File: src/cxms_pkg.sv
// Shared types and constants of the move step sequencer
package cxms_pkg;

   localparam int CXMS_MM_W        = 12;
   localparam int CXMS_POS_W       = 16;
   localparam int CXMS_STEPS_W     = 15;
   localparam int CXMS_TICK_W      = 8;
   localparam int CXMS_CSR_W       = 8;
   localparam int CXMS_CSR_INDEX_W = 2;
   localparam int CXMS_QUEUE_DEPTH = 4;

   // floor(m / 9) as (m * 3641) >> 15, exact for 12-bit magnitudes
   localparam logic [CXMS_MM_W-1:0] CXMS_RECIP_NINE  = 12'd3641;
   localparam int                   CXMS_RECIP_SHIFT = 15;
   localparam int                   CXMS_QUO_W       = 9;

   // Register reset values
   localparam logic [CXMS_CSR_W-1:0] CXMS_GAP_RESET    = 8'd5;
   localparam logic [CXMS_CSR_W-1:0] CXMS_SETTLE_RESET = 8'd1;
   localparam logic [CXMS_CSR_W-1:0] CXMS_HIGH_RESET   = 8'd1;
   localparam logic [CXMS_CSR_W-1:0] CXMS_LOW_RESET    = 8'd1;

   typedef enum logic [CXMS_CSR_INDEX_W-1:0] {
      CSR_STEP_GAP,
      CSR_ENABLE_SETTLE,
      CSR_PULSE_HIGH,
      CSR_PULSE_LOW
   } csr_index_type;

   typedef enum logic [2:0] {
      PH_IDLE,
      PH_SETTLE,
      PH_HIGH,
      PH_LOW,
      PH_GAP,
      PH_SEGEND
   } phase_type;

   typedef enum logic {
      ACT_TICK,
      ACT_MOVE
   } action_type;

   typedef struct packed {
      logic [CXMS_CSR_W-1:0] step_gap;
      logic [CXMS_CSR_W-1:0] settle;
      logic [CXMS_CSR_W-1:0] pulse_high;
      logic [CXMS_CSR_W-1:0] pulse_low;
   } csr_type;

   typedef struct packed {
      action_type                   action;
      logic signed [CXMS_POS_W-1:0] x_steps;
      logic signed [CXMS_POS_W-1:0] y_steps;
   } cmd_type;

   typedef struct packed {
      logic enable_n;
      logic dir_a;
      logic dir_b;
      logic step_a;
      logic step_b;
      logic busy_res;
      logic rejected;
   } rsp_type;

endpackage

File: src/cxms_fifo.sv
// Small register queue used between the front, the back and the result port
module cxms_fifo #(
   parameter int WIDTH = 8,
   parameter int DEPTH = 4
) (
   input  logic             clock,
   input  logic             reset,
   input  logic             push,
   input  logic [WIDTH-1:0] push_data,
   output logic             full,
   input  logic             pop,
   output logic [WIDTH-1:0] pop_data,
   output logic             empty
);

   localparam int PTR_W = $clog2(DEPTH);
   localparam int CNT_W = $clog2(DEPTH + 1);

   logic [WIDTH-1:0] entry_ff [DEPTH];
   logic [PTR_W-1:0] wr_ptr_ff, wr_ptr_in;
   logic [PTR_W-1:0] rd_ptr_ff, rd_ptr_in;
   logic [CNT_W-1:0] count_ff, count_in;
   logic             do_push, do_pop;

   assign full     = (count_ff == CNT_W'(DEPTH));
   assign empty    = (count_ff == '0);
   assign do_push  = push && !full;
   assign do_pop   = pop && !empty;
   assign pop_data = entry_ff[rd_ptr_ff];

   // Advance pointers with wrap at the depth
   always_comb begin
      wr_ptr_in = wr_ptr_ff;
      rd_ptr_in = rd_ptr_ff;
      count_in  = count_ff;
      if (do_push) begin
         wr_ptr_in = (wr_ptr_ff == PTR_W'(DEPTH - 1)) ? '0 : wr_ptr_ff + 1'b1;
      end
      if (do_pop) begin
         rd_ptr_in = (rd_ptr_ff == PTR_W'(DEPTH - 1)) ? '0 : rd_ptr_ff + 1'b1;
      end
      if (do_push && !do_pop) begin
         count_in = count_ff + 1'b1;
      end else if (do_pop && !do_push) begin
         count_in = count_ff - 1'b1;
      end
   end

   always_ff @(posedge clock) begin
      if (reset) begin
         wr_ptr_ff <= '0;
         rd_ptr_ff <= '0;
         count_ff  <= '0;
      end else begin
         wr_ptr_ff <= wr_ptr_in;
         rd_ptr_ff <= rd_ptr_in;
         count_ff  <= count_in;
      end
   end

   // Store payload on transfer
   always_ff @(posedge clock) begin
      if (do_push) begin
         entry_ff[wr_ptr_ff] <= push_data;
      end
   end

endmodule

File: src/cxms_front.sv
// Front end: accepts items and converts millimetre targets to step counts
module cxms_front import cxms_pkg::*; (
   input  logic                        push,
   input  logic                        queue_full,
   input  logic                        action,
   input  logic signed [CXMS_MM_W-1:0] target_x_mm,
   input  logic signed [CXMS_MM_W-1:0] target_y_mm,
   output logic                        cmd_push,
   output cmd_type                     cmd
);

   // floor(40 * r / 9) for a remainder r below nine
   function automatic logic [5:0] frac_steps(input logic [3:0] rem);
      logic [5:0] val;
      case (rem)
         4'd0:    val = 6'd0;
         4'd1:    val = 6'd4;
         4'd2:    val = 6'd8;
         4'd3:    val = 6'd13;
         4'd4:    val = 6'd17;
         4'd5:    val = 6'd22;
         4'd6:    val = 6'd26;
         4'd7:    val = 6'd31;
         4'd8:    val = 6'd35;
         default: val = 6'd0;
      endcase
      return val;
   endfunction

   // Steps = floor(40*|mm|/9), one less on a nonzero multiple of nine, signed
   function automatic logic signed [CXMS_POS_W-1:0] mm_to_steps(
      input logic signed [CXMS_MM_W-1:0] mm
   );
      logic [CXMS_MM_W-1:0]   mag;
      logic [2*CXMS_MM_W-1:0] prod;
      logic [CXMS_QUO_W-1:0]  quo;
      logic [3:0]             rem;
      logic [CXMS_POS_W-1:0]  q;
      mag  = mm[CXMS_MM_W-1] ? (~mm + 1'b1) : mm;
      prod = mag * CXMS_RECIP_NINE;
      quo  = CXMS_QUO_W'(prod >> CXMS_RECIP_SHIFT);
      rem  = 4'(mag - CXMS_MM_W'(CXMS_MM_W'(quo) * CXMS_MM_W'(9)));
      q    = CXMS_POS_W'(quo) * CXMS_POS_W'(40) + CXMS_POS_W'(frac_steps(rem))
             - CXMS_POS_W'((mag != '0) && (rem == '0));
      return mm[CXMS_MM_W-1] ? -q : q;
   endfunction

   // Classify and convert on transfer into the command queue
   assign cmd_push    = push && !queue_full;
   assign cmd.action  = action_type'(action);
   assign cmd.x_steps = mm_to_steps(target_x_mm);
   assign cmd.y_steps = mm_to_steps(target_y_mm);

endmodule

File: src/cxms_back.sv
// Back end: segment and step-pulse sequencer, one queued item per cycle while the result queue has room
module cxms_back import cxms_pkg::*; (
   input  logic    clock,
   input  logic    reset,
   input  csr_type csr,
   input  logic    cmd_valid,
   input  cmd_type cmd,
   output logic    cmd_pop,
   input  logic    rsp_full,
   output logic    rsp_push,
   output rsp_type rsp
);

   logic signed [CXMS_POS_W-1:0] pos_x_ff, pos_x_in;
   logic signed [CXMS_POS_W-1:0] pos_y_ff, pos_y_in;
   logic signed [CXMS_POS_W-1:0] pend_x_ff, pend_x_in;
   phase_type                    phase_ff, phase_in;
   logic                         on_x_ff, on_x_in;
   logic [CXMS_STEPS_W-1:0]      steps_left_ff, steps_left_in;
   logic [CXMS_TICK_W-1:0]       tick_ff, tick_in, tick_inc;
   logic                         en_ff, en_in;
   logic                         da_ff, da_in, db_ff, db_in;
   logic                         sa_ff, sa_in, sb_ff, sb_in;
   logic                         seg_da_ff, seg_da_in, seg_db_ff, seg_db_in;
   logic [CXMS_TICK_W-1:0]       hi_len, lo_len;
   logic [CXMS_STEPS_W:0]        span_y, span_x;
   logic                         do_start, do_sof, rejected;

   // Direction flag on top, step count below
   function automatic logic [CXMS_STEPS_W:0] seg_span(
      input logic signed [CXMS_POS_W-1:0] from_pos,
      input logic signed [CXMS_POS_W-1:0] to_pos
   );
      logic signed [CXMS_POS_W:0] diff;
      logic                       up;
      logic [CXMS_POS_W:0]        mag;
      diff = {to_pos[CXMS_POS_W-1], to_pos} - {from_pos[CXMS_POS_W-1], from_pos};
      up   = diff > 0;
      mag  = up ? diff : -diff;
      return {up, mag[CXMS_STEPS_W-1:0]};
   endfunction

   assign cmd_pop  = cmd_valid && !rsp_full;
   assign rsp_push = cmd_pop;
   assign hi_len   = (csr.pulse_high == '0) ? CXMS_TICK_W'(1) : csr.pulse_high;
   assign lo_len   = (csr.pulse_low == '0) ? CXMS_TICK_W'(1) : csr.pulse_low;
   assign tick_inc = (tick_ff == '1) ? tick_ff : tick_ff + 1'b1;

   // Apply one item: start a move, reject it, or advance time by one tick
   always_comb begin
      pos_x_in      = pos_x_ff;
      pos_y_in      = pos_y_ff;
      pend_x_in     = pend_x_ff;
      phase_in      = phase_ff;
      on_x_in       = on_x_ff;
      steps_left_in = steps_left_ff;
      tick_in       = tick_ff;
      en_in         = en_ff;
      da_in         = da_ff;
      db_in         = db_ff;
      sa_in         = sa_ff;
      sb_in         = sb_ff;
      seg_da_in     = seg_da_ff;
      seg_db_in     = seg_db_ff;
      span_y        = '0;
      span_x        = '0;
      do_start      = 1'b0;
      do_sof        = 1'b0;
      rejected      = 1'b0;
      if (cmd_pop) begin
         if (cmd.action == ACT_MOVE) begin
            if (phase_ff != PH_IDLE) begin
               rejected = 1'b1;
            end else begin
               // Y segment first, motors opposite
               span_y        = seg_span(pos_y_ff, cmd.y_steps);
               pend_x_in     = cmd.x_steps;
               on_x_in       = 1'b0;
               steps_left_in = span_y[CXMS_STEPS_W-1:0];
               seg_da_in     = span_y[CXMS_STEPS_W];
               seg_db_in     = !span_y[CXMS_STEPS_W];
               pos_y_in      = cmd.y_steps;
               do_start      = 1'b1;
            end
         end else if (phase_ff == PH_SEGEND) begin
            do_start = 1'b1;
         end else begin
            case (phase_ff)
               PH_SETTLE: begin
                  if (tick_inc >= csr.settle) do_sof = 1'b1;
                  else tick_in = tick_inc;
               end
               PH_GAP: begin
                  if (tick_inc >= csr.step_gap) do_sof = 1'b1;
                  else tick_in = tick_inc;
               end
               PH_HIGH: begin
                  if (tick_inc >= hi_len) begin
                     sa_in    = 1'b0;
                     sb_in    = 1'b0;
                     phase_in = PH_LOW;
                     tick_in  = '0;
                  end else begin
                     tick_in = tick_inc;
                  end
               end
               PH_LOW: begin
                  if (tick_inc >= lo_len) begin
                     phase_in = PH_GAP;
                     tick_in  = '0;
                     if (csr.step_gap == '0) do_sof = 1'b1;
                  end else begin
                     tick_in = tick_inc;
                  end
               end
               default: begin
               end
            endcase
         end

         // Enable the motors and begin the settle wait
         if (do_start) begin
            en_in    = 1'b0;
            phase_in = PH_SETTLE;
            tick_in  = '0;
            if (csr.settle == '0) do_sof = 1'b1;
         end

         // Issue the next step or close the segment
         if (do_sof) begin
            tick_in = '0;
            if (steps_left_in == '0) begin
               en_in = 1'b1;
               if (!on_x_in) begin
                  span_x        = seg_span(pos_x_ff, pend_x_in);
                  on_x_in       = 1'b1;
                  steps_left_in = span_x[CXMS_STEPS_W-1:0];
                  seg_da_in     = span_x[CXMS_STEPS_W];
                  seg_db_in     = span_x[CXMS_STEPS_W];
                  pos_x_in      = pend_x_in;
                  phase_in      = PH_SEGEND;
               end else begin
                  phase_in = PH_IDLE;
               end
            end else begin
               steps_left_in = steps_left_in - 1'b1;
               da_in         = seg_da_in;
               db_in         = seg_db_in;
               sa_in         = 1'b1;
               sb_in         = 1'b1;
               phase_in      = PH_HIGH;
            end
         end
      end
   end

   // Result of this item
   assign rsp.enable_n = en_in;
   assign rsp.dir_a    = da_in;
   assign rsp.dir_b    = db_in;
   assign rsp.step_a   = sa_in;
   assign rsp.step_b   = sb_in;
   assign rsp.busy_res = (phase_in != PH_IDLE);
   assign rsp.rejected = rejected;

   always_ff @(posedge clock) begin
      if (reset) begin
         pos_x_ff      <= '0;
         pos_y_ff      <= '0;
         pend_x_ff     <= '0;
         phase_ff      <= PH_IDLE;
         on_x_ff       <= 1'b0;
         steps_left_ff <= '0;
         tick_ff       <= '0;
         en_ff         <= 1'b1;
         da_ff         <= 1'b0;
         db_ff         <= 1'b0;
         sa_ff         <= 1'b0;
         sb_ff         <= 1'b0;
         seg_da_ff     <= 1'b0;
         seg_db_ff     <= 1'b0;
      end else begin
         pos_x_ff      <= pos_x_in;
         pos_y_ff      <= pos_y_in;
         pend_x_ff     <= pend_x_in;
         phase_ff      <= phase_in;
         on_x_ff       <= on_x_in;
         steps_left_ff <= steps_left_in;
         tick_ff       <= tick_in;
         en_ff         <= en_in;
         da_ff         <= da_in;
         db_ff         <= db_in;
         sa_ff         <= sa_in;
         sb_ff         <= sb_in;
         seg_da_ff     <= seg_da_in;
         seg_db_ff     <= seg_db_in;
      end
   end

endmodule

File: src/corexy_move_step_sequencer.sv
// Top level of the CoreXY move step sequencer
//
//   channel   handshake          payload
//   request   push / full        req_action, req_target_x_mm, req_target_y_mm
//   result    pop / empty        rsp_enable_n .. rsp_rejected (7 bits)
//   csr       valid / ready      csr_index, csr_data (ready is always high)
//
// One item per clock sustained while the result queue has room; the rate is set
// by the back end, which works out the whole sequencer state for one item
// combinationally. A request is held in the command queue and its result in
// the result queue. Reset (synchronous) empties both queues
// and loads the register defaults. A full result queue stalls the back end;
// the command queue keeps taking items until it is full in turn.
module corexy_move_step_sequencer import cxms_pkg::*; #(
   parameter int QUEUE_DEPTH = CXMS_QUEUE_DEPTH
) (
   input  logic                               clock,
   input  logic                               reset,
   input  logic                               push,
   output logic                               full,
   input  logic                               req_action,
   input  logic signed [CXMS_MM_W-1:0]        req_target_x_mm,
   input  logic signed [CXMS_MM_W-1:0]        req_target_y_mm,
   output logic                               empty,
   input  logic                               pop,
   output logic                               rsp_enable_n,
   output logic                               rsp_dir_a,
   output logic                               rsp_dir_b,
   output logic                               rsp_step_a,
   output logic                               rsp_step_b,
   output logic                               rsp_busy_res,
   output logic                               rsp_rejected,
   input  logic                               valid,
   output logic                               ready,
   input  logic [CXMS_CSR_INDEX_W-1:0]        csr_index,
   input  logic [CXMS_CSR_W-1:0]              csr_data
);

   csr_type csr_ff;
   cmd_type cmd_in, cmd_out;
   logic    cmd_push, cmd_full, cmd_empty, cmd_pop;
   rsp_type rsp_in, rsp_out;
   logic    rsp_push, rsp_full;

   // Register writes
   assign ready = 1'b1;

   always_ff @(posedge clock) begin
      if (reset) begin
         csr_ff.step_gap   <= CXMS_GAP_RESET;
         csr_ff.settle     <= CXMS_SETTLE_RESET;
         csr_ff.pulse_high <= CXMS_HIGH_RESET;
         csr_ff.pulse_low  <= CXMS_LOW_RESET;
      end else if (valid && ready) begin
         case (csr_index_type'(csr_index))
            CSR_STEP_GAP:      csr_ff.step_gap   <= csr_data;
            CSR_ENABLE_SETTLE: csr_ff.settle     <= csr_data;
            CSR_PULSE_HIGH:    csr_ff.pulse_high <= csr_data;
            CSR_PULSE_LOW:     csr_ff.pulse_low  <= csr_data;
            default: begin
            end
         endcase
      end
   end

   cxms_front u_front (
      .push        (push),
      .queue_full  (cmd_full),
      .action      (req_action),
      .target_x_mm (req_target_x_mm),
      .target_y_mm (req_target_y_mm),
      .cmd_push    (cmd_push),
      .cmd         (cmd_in)
   );

   assign full = cmd_full;

   cxms_fifo #(
      .WIDTH ($bits(cmd_type)),
      .DEPTH (QUEUE_DEPTH)
   ) u_cmd_queue (
      .clock     (clock),
      .reset     (reset),
      .push      (cmd_push),
      .push_data (cmd_in),
      .full      (cmd_full),
      .pop       (cmd_pop),
      .pop_data  (cmd_out),
      .empty     (cmd_empty)
   );

   cxms_back u_back (
      .clock     (clock),
      .reset     (reset),
      .csr       (csr_ff),
      .cmd_valid (!cmd_empty),
      .cmd       (cmd_out),
      .cmd_pop   (cmd_pop),
      .rsp_full  (rsp_full),
      .rsp_push  (rsp_push),
      .rsp       (rsp_in)
   );

   cxms_fifo #(
      .WIDTH ($bits(rsp_type)),
      .DEPTH (QUEUE_DEPTH)
   ) u_rsp_queue (
      .clock     (clock),
      .reset     (reset),
      .push      (rsp_push),
      .push_data (rsp_in),
      .full      (rsp_full),
      .pop       (pop),
      .pop_data  (rsp_out),
      .empty     (empty)
   );

   assign rsp_enable_n = rsp_out.enable_n;
   assign rsp_dir_a    = rsp_out.dir_a;
   assign rsp_dir_b    = rsp_out.dir_b;
   assign rsp_step_a   = rsp_out.step_a;
   assign rsp_step_b   = rsp_out.step_b;
   assign rsp_busy_res = rsp_out.busy_res;
   assign rsp_rejected = rsp_out.rejected;

endmodule

File: config.mk
export PLATFORM = sky130hd
export DESIGN_NAME = corexy_move_step_sequencer
export DESIGN_NICKNAME = d
export VERILOG_FILES = /design/src/cxms_pkg.sv /design/src/cxms_fifo.sv /design/src/cxms_front.sv /design/src/cxms_back.sv /design/src/corexy_move_step_sequencer.sv
export SDC_FILE = /design/constraint.sdc
export NUM_CORES = 1
export LEC_CHECK = 0
export ABC_CLOCK_PERIOD_IN_PS = 12450
export BUFFER_PORTS_ARGS = -buffer_cell sky130_fd_sc_hd__buf_2
export CELL_PAD_IN_SITES_DETAIL_PLACEMENT = 1
export CELL_PAD_IN_SITES_GLOBAL_PLACEMENT = 1
export CORE_MARGIN = 1
export CORE_UTILIZATION = 51
export CTS_CLUSTER_SIZE = 10
export DETAILED_ROUTE_END_ITERATION = 12
export PLACE_DENSITY_LB_ADDON = 0.1
export SETUP_SLACK_MARGIN = 0.15
export SLEW_MARGIN = 40
export SYNTH_ARGS = -nofsm -noshare
export SYNTH_HDL_FRONTEND = slang
export SYNTH_SLANG_ARGS = --single-unit
File: constraint.sdc
create_clock -name clock -period 12.45 [get_ports clock]
set_input_delay 0.6225 -clock clock [delete_from_list [all_inputs] [get_ports clock]]
set_output_delay 0.6225 -clock clock [all_outputs]
set_load 0.02 [all_outputs]
==> flow_summary.json, run 1 <==
{
  "drt_iter0_markers": 818,
  "crit_path_max_fanout": 5,
  "worstMarginPinSlew_ns": 0.808,
  "clock-sinks": 292,
  "period_share": 0.938,
  "die_h_microns": 219,
  "htreeDepth": 2,
  "syn_nets": 3007,
  "final-setup-viol-count": 0,
  "hold_class": "primary input to flop",
  "yosys.cell_count.top_type": "inv_1",
  "start_kind": "primary input",
  "ant_nets": 0,
  "die_x_microns": 219,
  "crit_top_cell": "inv_1",
  "slowest_delay_ns": 0.56,
  "synth_area_leaders": "edfxtp_1, ha_1, dfxtp_1, fa_1, inv_1",
  "yosysWarnings": 0,
  "synth_top_area_cell": "edfxtp_1",
  "ys.flop_type": "edfxtp_1",
  "io_pins": 50,
  "port_buffers": 48,
  "dp_slack_ns": -0.190,
  "drt-vias-per-instance": 5.84,
  "place_hpwl_mm": 47.9,
  "hold_violations": 0,
  "wl_per_cell_microns": 19.1,
  "grt_pass1_wl_mm": 101,
  "syn_avg_cell_area_sq_um": 9.29,
  "netlist_area_sq_um": 24100,
  "dp_cells": 3190,
  "drive_above_1_share": 0.0910,
  "grt_overflow_total": 0,
  "synth-edff-count": 160,
  "finalWirelength_mm": 62.0,
  "maxSlewHeadroom": 0.453,
  "maxSlewViolCount": 0,
  "die_area_sq_um": 48100,
  "synth_top_area_share": 0.200,
  "track_usage": 0.260,
  "layout_min_cycle_time_ns": 11.68,
  "ys_seq_area_frac": 0.309,
  "finalWorstSetupSlack_ns": 0.768,
  "ctsRootBufferMaster": "clkbuf_16",
  "ys_types": 106,
  "vias": 19000,
  "clock_path_buffers": 3,
  "area_growth_pct": 8.70,
  "status": "completed",
  "async_flop_share": 0,
  "antenna_found_initial": 0,
  "n_fill_cell": 5330,
  "clk_pin_slew_worst_paths_ns": 0.06,
  "grt_pass1_vias": 20000,
  "rsz0062_at_grt": "no",
  "antennaDiodeCount": 0,
  "num-nets-final": 3040,
  "crit_required_ns": 12.69,
  "cp_slowest_cell": "fa_1",
  "crit_type": "primary input to flop",
  "yosys-top-cells-count": "inv_1, ha_1, nand2_1",
  "core_area_sq_um": 46600,
  "initial_core_util": 0.517,
  "rows": 79,
  "gp_congestion": 0.872,
  "drc_errors": 0,
  "end_kind": "flop",
  "yosys_register_bits": 292,
  "final_cells": 3255,
  "clkLatencyLatePin_ns": 0.53,
  "hold_buffers": 0,
  "grt_max_degree": 80,
  "max_freq_mhz": 85.6,
  "arrival_ns": 11.92,
  "syn_inst": 2591,
  "max_cap_violations": 0,
  "tritoncts": "yes",
  "drtPass1Iterations": 4,
  "cts_buffers": 35,
  "utilization": 0.562,
  "finClkSkew_ns": 0.0323
}
==> path summary, 6_finish.rpt <==
path	startpoint	endpoint	slack (ns)	depth (start not counted)
setup / recovery	req_target_y_mm[2]	u_cmd_queue.entry_ff[3][15]	0.77	47
hold / removal	req_action	u_cmd_queue.entry_ff[0][32]	0.31	1
setup reg to reg	flop	u_rsp_queue.entry_ff[2][1]	5.25	25
hold reg to reg	u_back.pend_x_ff[3]	u_back.pend_x_ff[3]	0.45	2
==> cell families after synthesis <==
family / Yosys count / share of synthesized area
AO/OA/AOI/OAI: 550 / 0.155
XOR/XNOR: 157 / 0.0578
adder cells (fa/ha/maj): 377 / 0.216
buffers and inverters: 410 / 0.0646
flip-flops: 292 / 0.309
multiplexers: 67 / 0.0488
other: 1 / 0.000156
AND/OR/NAND/NOR: 737 / 0.149
==> critical path, delay by kind of cell <==
family | cells | cell delay (ns)
buffers and inverters | 9 | 0.84
AOI/OAI and AO/OA | 8 | 1.80
xor gates and xnor gates | 8 | 1.33
adders and majority gates | 11 | 4.19
and+or+nand+nor | 11 | 3.12
==> final cells by class <==
cell class | instances | area, sq um | share of cell area
Tap cell | 607 | 759 | 0.0290
Clock buffer | 60 | 1030 | 0.0395
Multi-Input combinational cell | 1889 | 15200 | 0.581
Clock inverter | 1 | 3.75 | 0.000143
Timing Repair Buffer | 78 | 479 | 0.0183
Inverter | 328 | 1230 | 0.0471
Sequential cell | 292 | 7450 | 0.285
==> stage by stage <==
step / cell area [sq um] / TNS, ns / hold WS, ns
after global placement: 25000 / 0 / 0.442
after floorplan: 24100 / 0 / 0.432
final: 26200 / 0 / 0.306
after detailed placement: 25000 / -0.761 / 0.450
after global routing: 26200 / 0 / 0.311
after CTS: 26000 / 0 / 0.291
==> placed cells by master (no fill, tap or decap), drive strengths merged, types with 22 or more instances in the layout <==
cell type / n
o21ai: 110
clkbuf: 60
xor2: 45
mux4: 40
nor3: 48
edfxtp: 160
and2: 30
nor2: 129
dfxtp: 132
nor2b: 22
nand2: 274
buf: 78
ha: 312
xnor2: 112
nand3: 71
fa: 64
o21a: 23
a21oi: 173
inv: 328
a21o: 42
or3: 32
mux2i: 24
==> per-layer routing <==
metal | wire length (microns) | up-vias | GRT usage
li1 | - | 9226 | -
met1 | 27700 | 9449 | 0.328
met2 | 31600 | 262 | 0.472
met3 | 1570 | 85 | 0.0280
met4 | 1110 | 0 | 0.0611
met5 | 0 | - | 0
==> what timing repair did <==
action	CTS	global route
buffers inserted	0	2
endpoints found under the setup margin	0	40
gates resized for setup	0	15
==> flip-flops by register name, indices dropped and copies added (netlist names), 2 cells and up, named ones only <==
signal	cells
csr_ff	32
u_rsp_queue.entry_ff	28
u_back.pos_x_ff	16
u_cmd_queue.wr_ptr_ff	2
u_cmd_queue.entry_ff	132
u_cmd_queue.rd_ptr_ff	2
u_back.phase_ff	3
u_back.steps_left_ff	15
u_rsp_queue.rd_ptr_ff	2
u_back.pend_x_ff	16
u_cmd_queue.count_ff	3
u_rsp_queue.wr_ptr_ff	2
u_rsp_queue.count_ff	3
u_back.tick_ff	8
u_back.pos_y_ff	16
Power of run 1 is left out: the tool's default activity adds up to more than one toggle a clock period on the data nets, which glitch-free logic cannot reach.
==> run 2: changes to the inputs <==
CORE_UTILIZATION = 52   (was 51)
CTS_BUF_LIST = sky130_fd_sc_hd__clkbuf_4   (was not set)
==> flow_summary.json, run 2 (synthesized netlist as in run 1, its figures left out) <==
{
  "status": "completed",
  "num-nets-final": 3083,
  "period_share": 0.937,
  "antenna_found_initial": 3,
  "hold_violations": 0,
  "cp_slowest_cell": "fa_1",
  "track_usage": 0.270,
  "hold_class": "primary input to flop",
  "start_kind": "primary input",
  "port_buffers": 48,
  "max_cap_violations": 0,
  "reg_top3": "u_cmd_queue.entry_ff: 132 flops, csr_ff: 32 flops, u_rsp_queue.entry_ff: 28 flops",
  "crit_type": "primary input to flop",
  "slowest_delay_ns": 0.58,
  "crit_required_ns": 12.92,
  "core_area_sq_um": 45500,
  "place_hpwl_mm": 48.6,
  "layout_common_cells": "inv_1, ha_1, nand2_1",
  "die_x_microns": 217,
  "rows": 78,
  "crit_path_max_fanout": 6,
  "layout_commonest_cell": "inv_1",
  "maxSlewHeadroom": 0.434,
  "drc_errors": 0,
  "grt_overflow_total": 0,
  "worstMarginPinSlew_ns": 0.828,
  "top_register": "u_cmd_queue.entry_ff",
  "drt-vias-per-instance": 5.79,
  "arrival_ns": 12.14,
  "finClkSkew_ns": 0.0562,
  "ctsRootBufferMaster": "clkbuf_4",
  "clkLatencyLatePin_ns": 0.77,
  "end_kind": "flop",
  "maxSlewViolCount": 0,
  "ant_nets": 0,
  "wl_per_cell_microns": 19.1,
  "htreeDepth": 3,
  "die_area_sq_um": 47100,
  "area_growth_pct": 8.66,
  "fin_area_sq_um": 26100,
  "worstHoldStart": "req_action",
  "initial_core_util": 0.529,
  "finalWirelength_mm": 63.6,
  "cts_buffers": 74,
  "clock_path_buffers": 3,
  "max_freq_mhz": 85.7,
  "grt_pass1_wl_mm": 104,
  "grt_pass1_vias": 20700,
  "drt_iter0_markers": 773,
  "drive_above_1_share": 0.122,
  "clk_pin_slew_worst_paths_ns": 0.07,
  "crit_top_cell": "inv_1",
  "placed_area_sq_um": 25000,
  "tritoncts": "yes",
  "drtPass1Iterations": 5,
  "largest_reg_flops": 132,
  "rsz0062_at_grt": "no",
  "finalHoldWorstSlack_ns": 0.0810,
  "vias": 19300,
  "grt_max_degree": 71,
  "gp_congestion": 0.872,
  "crit_start": "req_target_y_mm[2]",
  "die_h_microns": 217,
  "io_pins": 50,
  "layout_min_cycle_time_ns": 11.67,
  "clock-sinks": 292,
  "r2r_slack_ns": 5.32,
  "final-setup-viol-count": 0
}
-- run 2: cell count changes in the layout (fill, tap and decap cells not counted), sizes merged --
cell,before,now
clkbuf,60,120
clkinv,1,9
inv,328,333
buf,78,82
diode,0,4
bufinv,0,1
clkinvlp,0,1
-- run 2: final timing paths --
| kind | to | cells after the start |
|---|---|---|
| hold / removal | u_cmd_queue.entry_ff[3][32] | 1 |
| setup reg to reg | u_rsp_queue.entry_ff[1][1] | 25 |
| hold reg to reg | u_back.pos_y_ff[7] | 2 |
| setup / recovery | u_cmd_queue.entry_ff[3][15] | 48 |
-- run 2: layer usage --
metal	vias up	track usage	wire, microns
met1	9551	0.335	27800
met5	-	0	0
met4	0	0.0737	1070
li1	9353	-	-
met2	287	0.493	33000
met3	85	0.0292	1720
-- run 2: critical path, delay by kind of cell --
family,cells,cell delay [ns]
buf+inv,8,0.61
compound gates,8,1.76
xor+xnor,8,1.50
simple gates,13,3.36
fa+ha+maj,11,4.28
-- run 2: metrics by stage --
stage               worst slack (ns)  cells  TNS [ns]  utilization
floorplan                       1.08   2591         0            -
global placement               0.311   3183         0        0.549
detailed placement            -0.138   3183    -0.551        0.549
CTS                            0.601   3319         0        0.571
global route                   0.103   3331         0        0.575
finish                         0.783   3331         0        0.575
-- run 2: what timing repair did --
action | 4_1_cts | 5_1_grt
setup endpoints to repair | 0 | 20
gates resized for setup | 0 | 11
hold buffers | 0 | 0
buffers inserted | 0 | 5
-- run 2: layout make-up --
class / instances / area (sq um)
Fill cell: 5309 / 19300
Inverter: 328 / 1230
Tap cell: 600 / 751
Timing Repair Buffer: 82 / 531
Antenna cell: 4 / 10.0
Clock buffer: 120 / 901
Clock inverter: 16 / 92.6
Sequential cell: 292 / 7450
Multi-Input combinational cell: 1889 / 15200
Power of run 2 is left out for the same reason.
==> run 3: changes to the inputs <==
MAX_ROUTING_LAYER = met4   (was not set)
RECOVER_POWER = 100   (was not set)
==> flow_summary.json, run 3 (synthesized netlist as in run 1, its figures left out) <==
{
  "status": "finished, violations left",
  "failed_checks": "max-capacitance violations, max-slew violations",
  "cp_slowest_cell": "fa_1",
  "area_growth_pct": 7.84,
  "clk_pin_slew_worst_paths_ns": 0.07,
  "hold_buffers": 0,
  "rr_endpoint": "u_back.sa_ff",
  "end_kind": "flop",
  "finalHoldWorstSlack_ns": 0.147,
  "rsz0062_at_grt": "no",
  "port_buffers": 48,
  "wl_per_cell_microns": 18.8,
  "whs_path_depth": 1,
  "placed_area_sq_um": 25000,
  "grt_max_degree": 73,
  "fin_area_sq_um": 25900,
  "layout_common_cells": "inv_1, ha_1, nand2_1",
  "num-nets-final": 3078,
  "crit_required_ns": 12.88,
  "r2r_slack_ns": 2.14,
  "worstMarginPinSlew_ns": 3.54,
  "die_h_microns": 217,
  "vias": 19300,
  "clock_path_buffers": 3,
  "cts_buffers": 75,
  "htreeDepth": 3,
  "grt_pass1_vias": 20800,
  "arrival_ns": 12.12,
  "drt_iter0_markers": 886,
  "hold_end": "u_cmd_queue.entry_ff[2][32]",
  "drc_errors": 0,
  "largest_reg_flops": 132,
  "die_x_microns": 217,
  "clock-sinks": 292,
  "slowest_delay_ns": 0.59,
  "multi_input_area_sq_um": 15100,
  "utilization": 0.571,
  "layout_min_cycle_time_ns": 11.69,
  "drive_above_1_share": 0.106,
  "finClkSkew_ns": 0.0522,
  "hold_class": "primary input to flop",
  "rows": 78,
  "core_area_sq_um": 45500,
  "rr_worst_depth": 24,
  "worstHoldStart": "req_action",
  "start_kind": "primary input",
  "hold_violations": 0,
  "drtPass1Iterations": 7,
  "reg_top3": "u_cmd_queue.entry_ff: 132 flops, csr_ff: 32 flops, u_rsp_queue.entry_ff: 28 flops",
  "io_pins": 50,
  "dp_cells": 3183,
  "finalWirelength_mm": 62.4,
  "max_cap_violations": 8,
  "place_hpwl_mm": 48.1,
  "layout_commonest_cell": "inv_1",
  "clkLatencyLatePin_ns": 0.75,
  "final-setup-viol-count": 0,
  "die_area_sq_um": 47100,
  "ant_nets": 0,
  "max_freq_mhz": 85.6,
  "period_share": 0.939,
  "gp_congestion": 0.853,
  "crit_top_cell": "inv_1",
  "initial_core_util": 0.529,
  "grt_overflow_total": 0,
  "n_fill_cell": 5297,
  "maxSlewHeadroom": -1.36,
  "track_usage": 0.277,
  "top_register": "u_cmd_queue.entry_ff",
  "drt-vias-per-instance": 5.80,
  "maxSlewViolCount": 288,
  "grt_pass1_wl_mm": 103,
  "crit_type": "primary input to flop",
  "tritoncts": "yes",
  "antenna_found_initial": 1,
  "regArea_sq_um": 7450,
  "final_cells": 3325,
  "crit_path_max_fanout": 6,
  "ctsRootBufferMaster": "clkbuf_4"
}
run 3: cell types whose count changed in the layout (fill, tap and decap cells not counted), sizes merged:
cell	previous run	this run
inv	333	331
clkinvlp	1	3
clkbuf	120	134
diode	4	1
buf	82	52
clkinv	9	22
run 3: through the flow:
step | setup slack, ns | TNS [ns]
after floorplan | 1.08 | 0
after global placement | 0.354 | 0
after detailed placement | -0.329 | -1.66
after CTS | 0.364 | 0
after global routing | 0.0602 | 0
final | 0.763 | 0
run 3: what timing repair did:
action	in CTS	in global routing
setup endpoints to repair	0	25
buffers inserted	0	1
hold endpoints to repair	0	0
resized for setup	0	11
run 3: worst max-delay path by stage:
| stage | from | cells after the start | to |
|---|---|---|---|
| floorplan | req_target_y_mm[2] | 46 | u_cmd_queue.entry_ff[0][15] |
| global placement | req_target_y_mm[2] | 48 | u_cmd_queue.entry_ff[0][15] |
| detailed placement | req_target_y_mm[2] | 48 | u_cmd_queue.entry_ff[2][15] |
| CTS | req_target_y_mm[2] | 48 | u_cmd_queue.entry_ff[2][15] |
| global route | req_target_y_mm[2] | 48 | u_cmd_queue.entry_ff[1][15] |
| finish | req_target_y_mm[2] | 47 | u_cmd_queue.entry_ff[2][15] |
run 3: critical path: cells and delay by family:
kind / cells / cell delay, ns
AND/OR/NAND/NOR: 13 / 3.45
AO/OA/AOI/OAI: 8 / 1.81
buffers and inverters: 8 / 0.72
XOR/XNOR: 8 / 1.48
adder cells (fa/ha/maj): 10 / 4.03
run 3: cell type report:
cell class / instances / area share
flip-flops and latches: 292 / 0.287
well taps: 600 / 0.0289
clock inverters: 29 / 0.00617
diodes: 1 / 0.0000964
multi-input cells: 1889 / 0.583
repair buffers: 76 / 0.0159
inverters: 328 / 0.0474
clock buffers: 110 / 0.0318
run 3: layer usage:
| layer | up-vias | global-route usage | wire length, microns |
|---|---|---|---|
| li1 | 9343 | - | - |
| met1 | 9587 | 0.334 | 27600 |
| met2 | 283 | 0.488 | 31800 |
| met3 | 83 | 0.0342 | 1950 |
| met4 | 0 | 0.0723 | 1040 |
| met5 | - | - | 0 |
Power of run 3 is left out for the same reason.
